## config.mk

```make
export PLATFORM = sky130hd
export DESIGN_NAME = peak_tracked_viewport_controller
export DESIGN_NICKNAME = d
export VERILOG_FILES = /design/src/rtl/pvc_pkg.sv /design/src/rtl/pvc_div.sv /design/src/rtl/peak_tracked_viewport_controller.sv
export SDC_FILE = /design/constraint.sdc
export NUM_CORES = 2
export LEC_CHECK = 0
export ABC_AREA = 1
export BUFFER_PORTS_ARGS = -buffer_cell sky130_fd_sc_hd__buf_2
export CAP_MARGIN = 20
export CORE_MARGIN = 2
export CORE_UTILIZATION = 45
export CTS_CLUSTER_SIZE = 20
export DETAILED_ROUTE_END_ITERATION = 10
export PLACE_DENSITY_LB_ADDON = 0.05
export REMOVE_ABC_BUFFERS = 1
export SYNTH_ARGS = -nofsm -noshare
export SYNTH_HDL_FRONTEND = slang
export SYNTH_SLANG_ARGS = --single-unit
```

## constraint.sdc

```tcl
create_clock -name clk -period 6.6 [get_ports clk]
set_input_delay 0.33 -clock clk [delete_from_list [all_inputs] [get_ports clk]]
set_output_delay 0.33 -clock clk [all_outputs]
set_load 0.01 [all_outputs]
```

## src/rtl/pvc_pkg.sv

```systemverilog
// Package for the peak-tracked viewport controller.
// Sequencer states and fixed-point constants; no dependencies.
package pvc_pkg;

  typedef enum logic [3:0] {
    ST_IDLE,
    ST_PREP_X,
    ST_DIV_X,
    ST_PREP_Y,
    ST_DIV_Y,
    ST_UPDATE,
    ST_MUL_X,
    ST_MUL_Y,
    ST_FIN,
    ST_EMIT
  } seq_state_t;

  typedef enum logic [2:0] {
    REG_MAP_COLUMNS   = 3'd0,
    REG_MAP_ROWS      = 3'd1,
    REG_IMAGE_WIDTH   = 3'd2,
    REG_IMAGE_HEIGHT  = 3'd3,
    REG_WINDOW_WIDTH  = 3'd4,
    REG_WINDOW_HEIGHT = 3'd5,
    REG_DIRECT_FOLLOW = 3'd6
  } cfg_reg_t;

  localparam logic        OP_CELL      = 1'b0;
  localparam logic        OP_NO_MAP    = 1'b1;
  localparam logic [1:0]  LEARN_CLEAR  = 2'd1;
  localparam logic [1:0]  LEARN_ACTIVE = 2'd2;

  localparam logic [16:0] HALF_Q16    = 17'd32768;
  localparam logic [16:0] NEAR_Q16    = 17'd3277;
  localparam logic signed [15:0] PEAK_HALF = 16'sd2048;
  localparam logic [23:0] PHASE_LIMIT = 24'd5120;
  localparam logic [23:0] PHASE_MAX   = 24'hFFFFFF;
  localparam logic [31:0] LEARN_START = 32'd6400;
  localparam logic [31:0] LEARN_END   = 32'd83200;
  localparam int unsigned DEF_COLS    = 180;
  localparam int unsigned DEF_ROWS    = 120;

endpackage

```

## src/rtl/pvc_div.sv

```systemverilog
// Restoring bit-serial divider, one quotient bit per cycle.
// Used for the centre fractions; depends on nothing.
module pvc_div #(
  parameter int NW = 28,
  parameter int DW = 12
) (
  input  logic          clk,
  input  logic          rst,
  input  logic          start,
  input  logic [NW-1:0] num,
  input  logic [DW-1:0] den,
  output logic          done,
  output logic [NW-1:0] quot
);
  localparam int CNW = $clog2(NW + 1);

  logic [NW-1:0]  numsh;
  logic [DW-1:0]  rem;
  logic [DW-1:0]  dreg;
  logic [CNW-1:0] cnt;
  logic [DW:0]    trial;
  logic           ge;

  assign trial = {rem, numsh[NW-1]};
  assign ge    = trial >= {1'b0, dreg};

  always_ff @(posedge clk) begin
    if (rst) begin
      cnt  <= '0;
      done <= 1'b0;
    end else begin
      done <= 1'b0;
      if (start) begin
        cnt   <= CNW'(NW);
        numsh <= num;
        dreg  <= den;
        rem   <= '0;
      end else if (cnt != '0) begin
        rem   <= ge ? DW'(trial - {1'b0, dreg}) : trial[DW-1:0];
        quot  <= {quot[NW-2:0], ge};
        numsh <= {numsh[NW-2:0], 1'b0};
        cnt   <= cnt - 1'b1;
        if (cnt == CNW'(1)) done <= 1'b1;
      end
    end
  end
endmodule

```

## src/rtl/peak_tracked_viewport_controller.sv

```systemverilog
// Peak-tracked viewport controller: map peak search and frame-end sequencer.
// Depends on pvc_pkg and pvc_div.
// Map cells: one word per cycle while in_stall is low. A frame end (last cell
// or no-map word) runs the bit-serial divider twice, then the update and
// multiply states, with input stalled. Result word follows the frame end.
// Reset is synchronous: config and tracking registers take defaults, saccade state idle.
module peak_tracked_viewport_controller
  import pvc_pkg::*;
#(
  parameter int MAP_MAX   = 1024,
  parameter int IMAGE_MAX = 4096
) (
  input  logic               clk,
  input  logic               rst,
  input  logic               cfg_write,
  input  logic [2:0]         cfg_index,
  input  logic [12:0]        cfg_data,
  input  logic               in_valid,
  output logic               in_stall,
  input  logic               opcode,
  input  logic signed [15:0] cell_value,
  input  logic               last_cell,
  input  logic [15:0]        step_time,
  input  logic [1:0]         learn_mode,
  output logic               out_valid,
  input  logic               out_stall,
  output logic signed [13:0] window_left,
  output logic signed [13:0] window_top,
  output logic               blank,
  output logic               done_signal,
  output logic [9:0]         kernel_column,
  output logic [9:0]         kernel_row,
  output logic               kernel_valid,
  output logic               size_error
);
  localparam int CW  = $clog2(MAP_MAX);
  localparam int KW  = (CW + 1 > 8) ? CW + 1 : 8;
  localparam int IW  = $clog2(IMAGE_MAX + 1);
  localparam int NW  = CW + 18;
  localparam int DW  = CW + 2;
  localparam int PW  = 17 + IW;

  function automatic logic [KW-1:0] clamp_map(input logic [10:0] v);
    if (v == '0) return KW'(1);
    if (32'(v) > 32'(MAP_MAX)) return KW'(MAP_MAX);
    return KW'(v);
  endfunction

  function automatic logic [IW-1:0] clamp_img(input logic [12:0] v);
    if (v == '0) return IW'(1);
    if (32'(v) > 32'(IMAGE_MAX)) return IW'(IMAGE_MAX);
    return IW'(v);
  endfunction

  function automatic logic [CW-1:0] mid_of(input logic [KW-1:0] n);
    logic [KW:0] m;
    m = ({1'b0, n} + 1'b1) >> 1;
    if (m > {1'b0, n} - 1'b1) return CW'(n - 1'b1);
    return CW'(m);
  endfunction

  // configuration
  logic [10:0] map_columns, map_rows;
  logic [12:0] image_width, image_height, window_width, window_height;
  logic        direct_follow;

  logic [KW-1:0] cols, rows;
  logic [IW-1:0] iw, ih;
  logic          err_now;

  assign cols = clamp_map(map_columns);
  assign rows = clamp_map(map_rows);
  assign iw   = clamp_img(image_width);
  assign ih   = clamp_img(image_height);
  assign err_now = (16'(window_width) > 16'(iw)) || (16'(window_height) > 16'(ih));

  // scan and peak
  logic signed [15:0] best_value;
  logic [CW-1:0] best_column, best_row, scan_column, scan_row;

  // persistent tracking state
  logic [16:0]   held_x, held_y;
  logic          moving, settling, done_level, kern_valid;
  logic [23:0]   phase_time;
  logic [31:0]   learn_time;
  logic [CW-1:0] kern_col, kern_row;
  logic [KW-1:0] kern_cols, kern_rows;

  // frame-end working registers
  seq_state_t         state, state_next;
  logic               f_op, f_err, f_blank;
  logic [1:0]         f_learn;
  logic [15:0]        f_dt;
  logic signed [15:0] f_best;
  logic [CW-1:0]      f_col, f_row, bc, br;
  logic [16:0]        cx, cy;
  logic signed [13:0] off_l, off_t, left_r, top_r;
  logic [PW-1:0]      prod;

  assign bc = (KW'(f_col) < cols) ? f_col : CW'(cols - 1'b1);
  assign br = (KW'(f_row) < rows) ? f_row : CW'(rows - 1'b1);

  // divider
  logic          div_start, div_done;
  logic [NW-1:0] div_num, div_quot;
  logic [DW-1:0] div_den;

  pvc_div #(.NW(NW), .DW(DW)) u_div (
    .clk  (clk),
    .rst  (rst),
    .start(div_start),
    .num  (div_num),
    .den  (div_den),
    .done (div_done),
    .quot (div_quot)
  );

  assign in_stall = rst || (state != ST_IDLE);

  logic accept, better, frame_end;
  logic [CW-1:0] col_fin, row_fin;
  assign accept    = in_valid && !in_stall;
  assign better    = (opcode == OP_CELL) && (cell_value > best_value);
  assign frame_end = (opcode == OP_NO_MAP) || last_cell;
  assign col_fin   = better ? scan_column : best_column;
  assign row_fin   = better ? scan_row : best_row;

  // frame update
  logic          u_mv, u_st, u_dn, u_kv, u_bl, u_start, u_in_win;
  logic [16:0]   u_hx, u_hy, dx, dy;
  logic [23:0]   u_ph;
  logic [24:0]   ph_sum;
  logic [31:0]   u_lt, lt_rel;
  logic [32:0]   lt_sum;
  logic [CW-1:0] u_kc, u_kr;
  logic [KW-1:0] u_kcs, u_krs;
  logic signed [13:0] u_ol, u_ot, hvw, hvh, qvh;
  logic [6:0]    slot_x;
  logic [14:0]   slot_m;
  logic [3:0]    s;

  assign hvw = 14'(window_width >> 1);
  assign hvh = 14'(window_height >> 1);
  assign qvh = 14'(window_height >> 2);

  always_comb begin
    u_mv = moving;  u_st = settling; u_dn = done_level; u_kv = kern_valid;
    u_hx = held_x;  u_hy = held_y;   u_ph = phase_time; u_lt = learn_time;
    u_kc = kern_col; u_kr = kern_row; u_kcs = kern_cols; u_krs = kern_rows;
    u_bl = 1'b0; u_ol = '0; u_ot = '0; u_start = 1'b0;
    dx = '0; dy = '0; ph_sum = '0; lt_sum = '0; lt_rel = '0;
    slot_x = '0; slot_m = '0; s = '0; u_in_win = 1'b0;
    if (!f_err) begin
      if (f_op == OP_NO_MAP) begin
        u_hx = HALF_Q16; u_hy = HALF_Q16; u_mv = 1'b0; u_st = 1'b0;
        u_ph = '0; u_lt = '0; u_kv = 1'b0; u_kc = '0; u_kr = '0;
        u_kcs = KW'(DEF_COLS); u_krs = KW'(DEF_ROWS); u_dn = 1'b0; u_bl = 1'b1;
      end else begin
        if (kern_cols != cols || kern_rows != rows) begin
          u_mv = 1'b0; u_st = 1'b0; u_hx = HALF_Q16; u_hy = HALF_Q16; u_ph = '0;
          u_kcs = cols; u_krs = rows; u_kc = mid_of(cols); u_kr = mid_of(rows);
          u_kv = 1'b1;
        end
        if (direct_follow) begin
          if (f_best < PEAK_HALF) begin
            u_bl = 1'b1;
          end else begin
            u_kc = bc; u_kr = br; u_kv = 1'b1;
          end
        end else begin
          dx = (u_hx > cx) ? u_hx - cx : cx - u_hx;
          dy = (u_hy > cy) ? u_hy - cy : cy - u_hy;
          u_start = !u_mv && !u_st && (dx > NEAR_Q16 || dy > NEAR_Q16) &&
                    (f_best > PEAK_HALF);
          if (u_start) begin
            u_hx = cx; u_hy = cy; u_mv = 1'b1; u_st = 1'b0; u_ph = '0;
            u_kc = bc; u_kr = br; u_kv = 1'b1;
          end
          ph_sum = {1'b0, u_ph} + 25'(f_dt);
          if (u_mv) begin
            u_dn = 1'b0; u_bl = 1'b1;
            if (u_ph > PHASE_LIMIT) begin
              u_mv = 1'b0; u_st = 1'b1; u_dn = 1'b1; u_ph = '0;
            end else begin
              u_ph = ph_sum[24] ? PHASE_MAX : ph_sum[23:0];
            end
          end else begin
            if (u_st) begin
              if (u_ph > PHASE_LIMIT) begin
                u_st = 1'b0; u_dn = 1'b0; u_ph = '0;
              end else begin
                u_ph = ph_sum[24] ? PHASE_MAX : ph_sum[23:0];
              end
            end
            if (f_learn == LEARN_ACTIVE) begin
              lt_sum = {1'b0, u_lt} + 33'(f_dt);
              u_lt = lt_sum[32] ? 32'hFFFFFFFF : lt_sum[31:0];
              u_in_win = (u_lt >= LEARN_START) && (u_lt < LEARN_END);
              if (u_in_win) begin
                // slot of 5120: >> 10 then divide by five
                lt_rel = u_lt - LEARN_START;
                slot_x = 7'(lt_rel >> 10);
                slot_m = 15'(slot_x) * 15'd205;
                s = 4'(slot_m >> 10);
                if (s <= 4'd2) u_ot = hvh;
                else if (s <= 4'd5) u_ot = qvh;
                else if (s >= 4'd9 && s <= 4'd11) u_ot = -qvh;
                else if (s >= 4'd12) u_ot = -hvh;
                case (s)
                  4'd0, 4'd3, 4'd6, 4'd9, 4'd12:  u_ol = hvw;
                  4'd2, 4'd5, 4'd8, 4'd11, 4'd14: u_ol = -hvw;
                  default: u_ol = '0;
                endcase
              end
            end else if (f_learn == LEARN_CLEAR) begin
              u_lt = '0;
            end
          end
        end
      end
    end
  end

  // shared multiplier for the pixel positions
  logic [16:0]    mul_a;
  logic [IW-1:0]  mul_b;
  logic [PW:0]    rnd;
  logic signed [13:0] pix;

  always_comb begin
    mul_a = (state == ST_MUL_X) ? (direct_follow ? cx : held_x)
                                : (direct_follow ? cy : held_y);
    mul_b = (state == ST_MUL_X) ? iw : ih;
  end
  assign rnd = {1'b0, prod} + (PW+1)'(32768);
  assign pix = 14'(rnd >> 16);

  always_comb begin
    state_next = state;
    div_start  = 1'b0;
    div_num    = '0;
    div_den    = '0;
    case (state)
      ST_IDLE:   if (accept && frame_end) state_next = ST_PREP_X;
      ST_PREP_X: begin
        div_start  = 1'b1;
        div_num    = (NW'(bc) << 17) + NW'(cols);
        div_den    = DW'({cols, 1'b0});
        state_next = ST_DIV_X;
      end
      ST_DIV_X:  if (div_done) state_next = ST_PREP_Y;
      ST_PREP_Y: begin
        div_start  = 1'b1;
        div_num    = (NW'(br) << 17) + NW'(rows);
        div_den    = DW'({rows, 1'b0});
        state_next = ST_DIV_Y;
      end
      ST_DIV_Y:  if (div_done) state_next = ST_UPDATE;
      ST_UPDATE: state_next = ST_MUL_X;
      ST_MUL_X:  state_next = ST_MUL_Y;
      ST_MUL_Y:  state_next = ST_FIN;
      ST_FIN:    state_next = ST_EMIT;
      ST_EMIT:   if (!out_valid || !out_stall) state_next = ST_IDLE;
      default:   state_next = ST_IDLE;
    endcase
  end

  always_ff @(posedge clk) begin
    if (rst) state <= ST_IDLE;
    else     state <= state_next;
  end

  always_ff @(posedge clk) begin
    if (rst) begin
      map_columns   <= 11'(DEF_COLS);
      map_rows      <= 11'(DEF_ROWS);
      image_width   <= 13'd640;
      image_height  <= 13'd480;
      window_width  <= 13'd10;
      window_height <= 13'd10;
      direct_follow <= 1'b0;
      best_value    <= 16'sh8000;
      best_column   <= '0;
      best_row      <= '0;
      scan_column   <= '0;
      scan_row      <= '0;
      held_x        <= HALF_Q16;
      held_y        <= HALF_Q16;
      moving        <= 1'b0;
      settling      <= 1'b0;
      phase_time    <= '0;
      learn_time    <= '0;
      done_level    <= 1'b0;
      kern_cols     <= clamp_map(11'(DEF_COLS));
      kern_rows     <= clamp_map(11'(DEF_ROWS));
      kern_col      <= mid_of(clamp_map(11'(DEF_COLS)));
      kern_row      <= mid_of(clamp_map(11'(DEF_ROWS)));
      kern_valid    <= 1'b1;
      out_valid     <= 1'b0;
    end else begin
      if (out_valid && !out_stall && state != ST_EMIT) out_valid <= 1'b0;

      if (cfg_write) begin
        case (cfg_index)
          REG_MAP_COLUMNS, REG_MAP_ROWS: begin
            if (cfg_index == REG_MAP_COLUMNS) map_columns <= cfg_data[10:0];
            else                              map_rows    <= cfg_data[10:0];
            best_value  <= 16'sh8000;
            best_column <= '0;
            best_row    <= '0;
            scan_column <= '0;
            scan_row    <= '0;
          end
          REG_IMAGE_WIDTH:   image_width   <= cfg_data;
          REG_IMAGE_HEIGHT:  image_height  <= cfg_data;
          REG_WINDOW_WIDTH:  window_width  <= cfg_data;
          REG_WINDOW_HEIGHT: window_height <= cfg_data;
          REG_DIRECT_FOLLOW: direct_follow <= cfg_data[0];
          default: ;
        endcase
      end

      case (state)
        ST_IDLE: if (accept) begin
          if (frame_end) begin
            f_op        <= opcode;
            f_err       <= err_now;
            f_learn     <= learn_mode;
            f_dt        <= step_time;
            f_best      <= better ? cell_value : best_value;
            f_col       <= col_fin;
            f_row       <= row_fin;
            best_value  <= 16'sh8000;
            best_column <= '0;
            best_row    <= '0;
            scan_column <= '0;
            scan_row    <= '0;
          end else begin
            if (better) begin
              best_value  <= cell_value;
              best_column <= scan_column;
              best_row    <= scan_row;
            end
            if (KW'(scan_column) + 1'b1 >= cols) begin
              scan_column <= '0;
              scan_row    <= (KW'(scan_row) + 1'b1 >= rows) ? '0 : scan_row + 1'b1;
            end else begin
              scan_column <= scan_column + 1'b1;
            end
          end
        end
        ST_DIV_X: if (div_done) cx <= div_quot[16:0];
        ST_DIV_Y: if (div_done) cy <= div_quot[16:0];
        ST_UPDATE: begin
          moving     <= u_mv;
          settling   <= u_st;
          done_level <= u_dn;
          kern_valid <= u_kv;
          held_x     <= u_hx;
          held_y     <= u_hy;
          phase_time <= u_ph;
          learn_time <= u_lt;
          kern_col   <= u_kc;
          kern_row   <= u_kr;
          kern_cols  <= u_kcs;
          kern_rows  <= u_krs;
          f_blank    <= u_bl;
          off_l      <= u_ol;
          off_t      <= u_ot;
        end
        ST_MUL_X: prod <= PW'(mul_a) * PW'(mul_b);
        ST_MUL_Y: begin
          left_r <= pix + off_l;
          prod   <= PW'(mul_a) * PW'(mul_b);
        end
        ST_FIN: top_r <= pix + off_t;
        ST_EMIT: if (!out_valid || !out_stall) begin
          out_valid     <= 1'b1;
          window_left   <= (f_blank || f_err) ? '0 : left_r;
          window_top    <= (f_blank || f_err) ? '0 : top_r;
          blank         <= f_blank;
          done_signal   <= done_level;
          kernel_column <= kern_valid ? 10'(kern_col) : '0;
          kernel_row    <= kern_valid ? 10'(kern_row) : '0;
          kernel_valid  <= kern_valid;
          size_error    <= f_err;
        end
        default: ;
      endcase
    end
  end
endmodule
```

# Yosys cells after proc, flatten, opt, wreduce, memory -nomap -nowiden
# Index checks and enable logic that the tools add are counted.
dict set report word_totals {
  ff_bits 576
  input_bits 57
  output_inout_bits 54
  elab_cells 412
}
dict set report classes {
  n_addsub 27
  multipliers 2
  order_cmp 28
  eq_ne 36
  muxes 186
  bitwise 8
  reduce_logical 68
}
# op n
set op_table {}
lappend op_table {{$mux 10} 43}
lappend op_table {{$mux 17} 17}
lappend op_table {{$mux 24} 11}
lappend op_table {{$mux 32} 6}
lappend op_table {{$mux 11} 12}
lappend op_table {{$mux 13} 9}
lappend op_table {{$mux 16} 7}
lappend op_table {{$sub 17x17->17} 4}
lappend op_table {{$mux 1} 63}
lappend op_table {{$add 27x11->28} 2}
lappend op_table {{$mux 28} 2}
lappend op_table {{$pmux 28 s2} 1}
lappend op_table {{$mux 12} 4}
lappend op_table {{$pmux 4 s10} 1}
lappend op_table {{$gt 17x12->1 const B} 2}
lappend op_table {{$gt 17x17->1} 2}
lappend op_table {{$add 32x16->33} 1}
lappend op_table {{$ge 32x13->1 const B} 1}
lappend op_table {{$lt 32x17->1 const B} 1}
lappend op_table {{$add 30x16->30 const B} 1}
lappend op_table {{$mul 17x13->30} 1}
lappend op_table {{$add 14x14->14} 2}
lappend op_table {{$eq 4x4->1 const B} 7}
lappend op_table {{$mux 14} 2}
lappend op_table {{other kinds (65)} 153}

# Longest topological paths before layout
dict set report depth {
  ltp_word 27
  mapped_depth 57
  mapped_depth_nobuf 52
}

# Hierarchy
# From an unflattened synthesis, not the netlist that was laid out.
dict set report hier_totals {
  cells_unflattened 6039
  hier_area_um2 45169.6
}
# mod n_inst cells_per_inst area_each_um2 seq_area_each_um2
set modules_own_cells {}
lappend modules_own_cells {peak_tracked_viewport_controller 1 5618 41084.4 11871.4}
lappend modules_own_cells {pvc_div 1 421 4085.2 2522.4}

# Least setup slack after synthesis
# Ideal clock, no wire load.
dict set report synth_path {
  kind {register -> register}
  startpoint {register map_rows[8]}
  endpoint {register phase_time[1]}
  setup_ns 0.119
  arrival_ns 7.111
  required_time_ns 6.481
  path_slack_ns -0.631
  path_stages_with_launch 51
  n_path_buf 9
  period_less_slack_ns 7.231
  path_cell_list {dfxtp_1 > nor2_1 > nand2_1 > o21bai_4 > buf_6 > nand2_2 > buf_2 > o21ai_0 > nor2_1 > nand2_1 > nor2_1 > nand3_1 > nor2_2 > inv_1 > clkbuf_1 > clkbuf_1 > clkbuf_1 > nor2_1 > [... 15 more ...] > nand2_4 > buf_12 > buf_6 > clkbuf_1 > nand2_1 > inv_1 > ha_1 > a21oi_1 > nor2_1 > a211oi_1 > nand2_1 > nand2_1 > nand2_2 > buf_6 > o21ai_1 > nand2_1 > nand3_1 > a21oi_1}
}
dict set report synth_between {
  elab_chain_cells 27
  word_cells_on_any_way 59
  classes_between {add/sub: 5; order compare: 6; eq/ne: 1; mux: 39; reduce/logical: 8}
}
# item line_no
set synth_rtl {}
lappend synth_rtl {{start, declared} peak_tracked_viewport_controller.sv:63} ;# logic [10:0] map_columns, map_rows;
lappend synth_rtl {{start signal, assigned} peak_tracked_viewport_controller.sv:276} ;# map_rows <= 11'(DEF_ROWS);
lappend synth_rtl {{start signal, assigned} peak_tracked_viewport_controller.sv:307} ;# else map_rows <= cfg_data[10:0];
lappend synth_rtl {{$gt 11x11->1} peak_tracked_viewport_controller.sv:45} ;# if (32'(v) > 32'(MAP_MAX)) return KW'(MAP_MAX);
lappend synth_rtl {{$mux 1 (2 in a row)} peak_tracked_viewport_controller.sv:45}
lappend synth_rtl {{$mux 11} peak_tracked_viewport_controller.sv:46} ;# return KW'(v);
lappend synth_rtl {{$mux 11 *} peak_tracked_viewport_controller.sv:45}
lappend synth_rtl {{$ne 11x11->1 *} peak_tracked_viewport_controller.sv:159} ;# if (kern_cols != cols || kern_rows != rows) begin
lappend synth_rtl {{$logic_or 1x1->1 *} peak_tracked_viewport_controller.sv:159}
lappend synth_rtl {{$mux 17} peak_tracked_viewport_controller.sv:159}
lappend synth_rtl {{$mux 17} peak_tracked_viewport_controller.sv:154} ;# if (f_op == OP_NO_MAP) begin
lappend synth_rtl {{[... 10 more ...]} -}
lappend synth_rtl {{$mux 24} peak_tracked_viewport_controller.sv:153} ;# if (!f_err) begin
lappend synth_rtl {{$add 24x16->25} peak_tracked_viewport_controller.sv:179} ;# ph_sum = {1'b0, u_ph} + 25'(f_dt);
lappend synth_rtl {{$mux 24} {peak_tracked_viewport_controller.sv:185, peak_tracked_viewport_controller.sv:192}}
lappend synth_rtl {{$mux 24} {peak_tracked_viewport_controller.sv:182, peak_tracked_viewport_controller.sv:189}}
lappend synth_rtl {{$mux 24} peak_tracked_viewport_controller.sv:188} ;# if (u_st) begin
lappend synth_rtl {{$mux 24} peak_tracked_viewport_controller.sv:180} ;# if (u_mv) begin
lappend synth_rtl {{$mux 24 *} peak_tracked_viewport_controller.sv:164} ;# if (direct_follow) begin
lappend synth_rtl {{$mux 24 *} peak_tracked_viewport_controller.sv:154}
lappend synth_rtl {{end signal, assigned} peak_tracked_viewport_controller.sv:361} ;# phase_time <= u_ph;
lappend synth_rtl {{end, declared} peak_tracked_viewport_controller.sv:84} ;# logic [23:0] phase_time;
# Mark *: on every way between the ends. The rest lies on a longest branch, timed or not. The select of a mux whose other input is x is not followed.
# A chain may end at the register's enable or synchronous reset.

# Worst setup path after layout
dict set report layout_path {
  startpoint {register f_dt[0]}
  endpoint {register off_t[10] (data pin)}
}
dict set report layout_between {
  elab_chain_cells 9
  word_cells_on_any_way 19
  classes_between {add/sub: 2; mul: 1; order compare: 7; mux: 5; bitwise: 1; reduce/logical: 3}
}
# item line_no
set layout_rtl {}
lappend layout_rtl {{start, declared} peak_tracked_viewport_controller.sv:93} ;# logic [15:0] f_dt;
lappend layout_rtl {{start signal, assigned} peak_tracked_viewport_controller.sv:329} ;# f_dt <= step_time;
lappend layout_rtl {{$add 32x16->33 *} peak_tracked_viewport_controller.sv:196} ;# lt_sum = {1'b0, u_lt} + 33'(f_dt);
lappend layout_rtl {{$mux 32 *} peak_tracked_viewport_controller.sv:197} ;# u_lt = lt_sum[32] ? 32'hFFFFFFFF : lt_sum[31:0];
lappend layout_rtl {{$sub 17x13->17} peak_tracked_viewport_controller.sv:201} ;# lt_rel = u_lt - LEARN_START;
lappend layout_rtl {{$mul 7x8->14} peak_tracked_viewport_controller.sv:203} ;# slot_m = 15'(slot_x) * 15'd205;
lappend layout_rtl {{$ge 4x4->1 (tied with other cells)} peak_tracked_viewport_controller.sv:208} ;# else if (s >= 4'd12) u_ot = -hvh;
lappend layout_rtl {{$mux 14 or $logic_and 1x1->1 (tied branches)} {peak_tracked_viewport_controller.sv:208, peak_tracked_viewport_controller.sv:207}}
lappend layout_rtl {{$mux 14} peak_tracked_viewport_controller.sv:207} ;# else if (s >= 4'd9 && s <= 4'd11) u_ot = -qvh;
lappend layout_rtl {{$mux 12} peak_tracked_viewport_controller.sv:206} ;# else if (s <= 4'd5) u_ot = qvh;
lappend layout_rtl {{$mux 12} peak_tracked_viewport_controller.sv:205} ;# if (s <= 4'd2) u_ot = hvh;
lappend layout_rtl {{end signal, assigned} peak_tracked_viewport_controller.sv:369} ;# off_t <= u_ot;
lappend layout_rtl {{end, declared} peak_tracked_viewport_controller.sv:97} ;# logic signed [13:0] off_l, off_t, left_r, top_r;
# Mark *: on every way between the ends. The rest lies on a longest branch, timed or not.

==> out/metrics.cfg <==
[yosys]
syn_avg_cell_area_um2 = 7.61
synth-edff-count = 282
synthCells = 5822
synthXorXnorAreaFrac = 0.0379
synth_top_family_by_area = simple AND/OR/NAND/NOR gates
synth-compound-area-share = 0.150
synthMuxAreaShare = 0
synth.distinct_cells = 75
synth_area_mm2 = 0.0443
synth_fa_ha_area_frac = 0.179
seq_area_frac_synth = 0.317
ys_ff_latch = 560
async_reset_ff_frac = 0
yosysWarnings = 0
synthSimpleGateAreaFrac = 0.221
dominantRegCellSynth = edfxtp_1

[clocking]
cts_buffers = 71
clock_path_buffers = 3
cts_root_buf = clkbuf_16
cts_sinks = 560
htree_levels = 3
cts_tree = done
clock_latency_ns = 0.65
clkSlewWorstSetupHoldPaths_ns = 0.06

[final_layout]
fill_cells = 8954
areaGrowthSynthToFinish_pct = 30.5
drive_above_1_share = 0.243
finalNetCount = 7258
final_util = 0.590

[sta]
fmax_mhz = 144
slew_violations = 0
worstMarginPinSlew_ns = 1.08
slew_headroom = 0.280
finalSetupTns_ns = -5.66
period_minus_slack_ns = 6.94
fin_skew_ns = 0.0336
finalSetupViolCount = 27
rsz0062_at_grt = true
layout_setup_ws_ns = -0.338
final_hold_viol_count = 0
fin_crit_sh = 1.05

[global_routing]
grt_pass1_vias = 40812
grt_use_total = 0.281
grt_max_degree = 81
antenna_found_initial = 8
grt_pass1_wl_um = 227000
grt.overflow.total = 0

[placed_design]
place_congestion = 0.949
dp_slack_ns = -0.951
portBuffers = 110
dpl.hpwl_um = 108000

[floorplanning]
core_area_mm2 = 0.0980
ioPinCount = 111
rows = 115
dieArea_mm2 = 0.101
die-height_um = 318
die_w_um = 318
initial_utilization = 0.452

[power_and_ir_drop]
clkPwrFrac = 0.289
powerDensity_mw_per_mm2 = 241
combinationalPowerShare = 0.406
swShare = 0.358
p_int_mw = 8.95
total_power_mw = 13.9
p_seq_frac = 0.304
p_leak_nw = 26.5
p_switching_mw = 4.99
vdd_drop_max_mv = 0.442

[drt]
first_pass_iters = 6
wl_per_cell_um = 18.3
dr_total_vias = 42504
final_antenna_net_count = 0
drt_iter0_drc = 3299
wirelength_um = 147000
drc = 0
vias_per_cell = 5.30

[worst_setup_path]
cp.required_ns = 6.97
critPathKind = reg -> reg
start_kind = flip-flop
crit_slowest_cell = fa_2
endpoint_kind = flip-flop
slowest_delay_ns = 0.55
cp_max_fo = 10
cp.arrival_ns = 7.30
worst_path_most_repeated_cell = inv_2

[run_status]
failed_checks = negative setup slack
status = complete, but fails checks

[worst_hold_path]
hp-class = in -> reg

[flow_run]
cap_violations = 0

[repair_timing]
item,in CTS,in global routing
gates cloned,3,7
endpoints found under the hold margin,27,0
resized for setup,250,442
pin swaps,126,237
buffers inserted,88,66
endpoints found under the setup margin,97,98
hold buffers,27,0
[sequential cells by signal (all words and copies together) (netlist names), 15 cells and up]
register	count
u_div.numsh	28
learn_time	32
f_best	16
held_x	17
phase_time	24
cy	17
cx	17
held_y	17
best_value	16
prod	15
f_dt	16
u_div.quot	17
[worst max-delay path, delay by kind of cell (launching register included)]
| kind | cells | cell delay, ns |
|---|---|---|
| adder cells (fa/ha/maj) | 7 | 2.34 |
| AND/OR/NAND/NOR | 16 | 1.53 |
| AO/OA/AOI/OAI | 8 | 1.14 |
| buffers and inverters | 10 | 0.79 |
| XOR/XNOR | 2 | 0.49 |
| flip-flops | 1 | 0.35 |
[synthesized netlist by cell type, drive strengths merged, types with 60 or more instances]
master,n,area share
dfxtp,278,0.13
nand2,1301,0.11
nand3,334,0.038
xor2,147,0.029
nor2,476,0.041
o21ai,374,0.043
ha,344,0.097
nor3,74,0.0090
fa,181,0.082
clkbuf,186,0.016
nand4,60,0.0085
inv,819,0.069
edfxtp,282,0.19
o211ai,91,0.015
a21oi,486,0.055
[area by class of cell]
class                   instances  area [um2]  share of cell area
inverters                     828        3150              0.0545
repair buffers               1006        8000               0.138
flip-flops and latches        560       14000               0.243
clock inverters                39         417             0.00721
repair inverters                1        6.26            0.000108
multi-input cells            4208       28600               0.494
well taps                    1287        1610              0.0278
diodes                          2        5.00           0.0000866
clock buffers                  92        2000              0.0346
[metrics by stage]
stage,area [um2],hold WS (ns),cells
5_1_grt,57800,0.0416,8021
2_1_floorplan,43200,0.399,5593
6_report,57800,0.0246,8023
3_3_place_gp,51100,0.442,7718
4_1_cts,55400,0.00151,7959
3_5_place_dp,51100,0.457,7718
[placed cells by master (no fill, tap or decap), drive strengths merged, types with 18 or more instances in the layout]
master,n
o22ai,26
nand4,60
ha,344
nor2,477
inv,824
o31ai,18
edfxtp,282
clkinv,39
a21o,20
nor4,20
o211ai,91
xnor2,43
dfxtp,278
xor2,147
nand3b,26
nand3,334
clkbuf,97
a31oi,32
a21oi,486
o21ai,374
dlygate4sd3,27
buf,974
fa,181
nor3,74
nand2,1303
a211oi,22
[final timing paths]
check / start / end / slack [ns] / cells past startpoint
setup / recovery: f_dt[0]$_DFFE_PP_ / off_t[10]$_SDFFCE_PP0P_ / -0.34 / 43
hold / removal: cell_value[1] / f_best[1]$_DFFE_PP_ / 0.02 / 3
setup reg to reg: f_dt[0]$_DFFE_PP_ / off_t[10]$_SDFFCE_PP0P_ / -0.34 / 43
hold reg to reg: moving$_SDFFE_PP0P_ / moving$_SDFFE_PP0P_ / 0.47 / 2
[logic make-up after synthesis]
family	Yosys count
adder cells (fa/ha/maj)	525
buffers and inverters	1058
flip-flops	560
AND/OR/NAND/NOR	2321
XOR/XNOR	190
other	1
AO/OA/AOI/OAI	1167
[routing by layer]
layer | routed length (um) | vias up | track usage
met5 | 36 | - | 0
met4 | 3310 | 6 | 0.0707
met3 | 7920 | 198 | 0.0343
met2 | 66900 | 1091 | 0.457
met1 | 68700 | 20163 | 0.397
li1 | - | 21046 | -
[power groups by stage]
stage / logic (mW) / registers [mW] / clock network, mW
2_1_floorplan: 2.27 / 4.25 / 0
3_3_place_gp: 4.00 / 4.30 / 0
3_5_place_dp: 4.02 / 4.31 / 0
4_1_cts: 4.94 / 4.24 / 4.11
5_1_grt: 6.16 / 4.27 / 4.24
6_report: 5.67 / 4.24 / 4.03
Note: power is estimated with default switching activity, not from simulation.
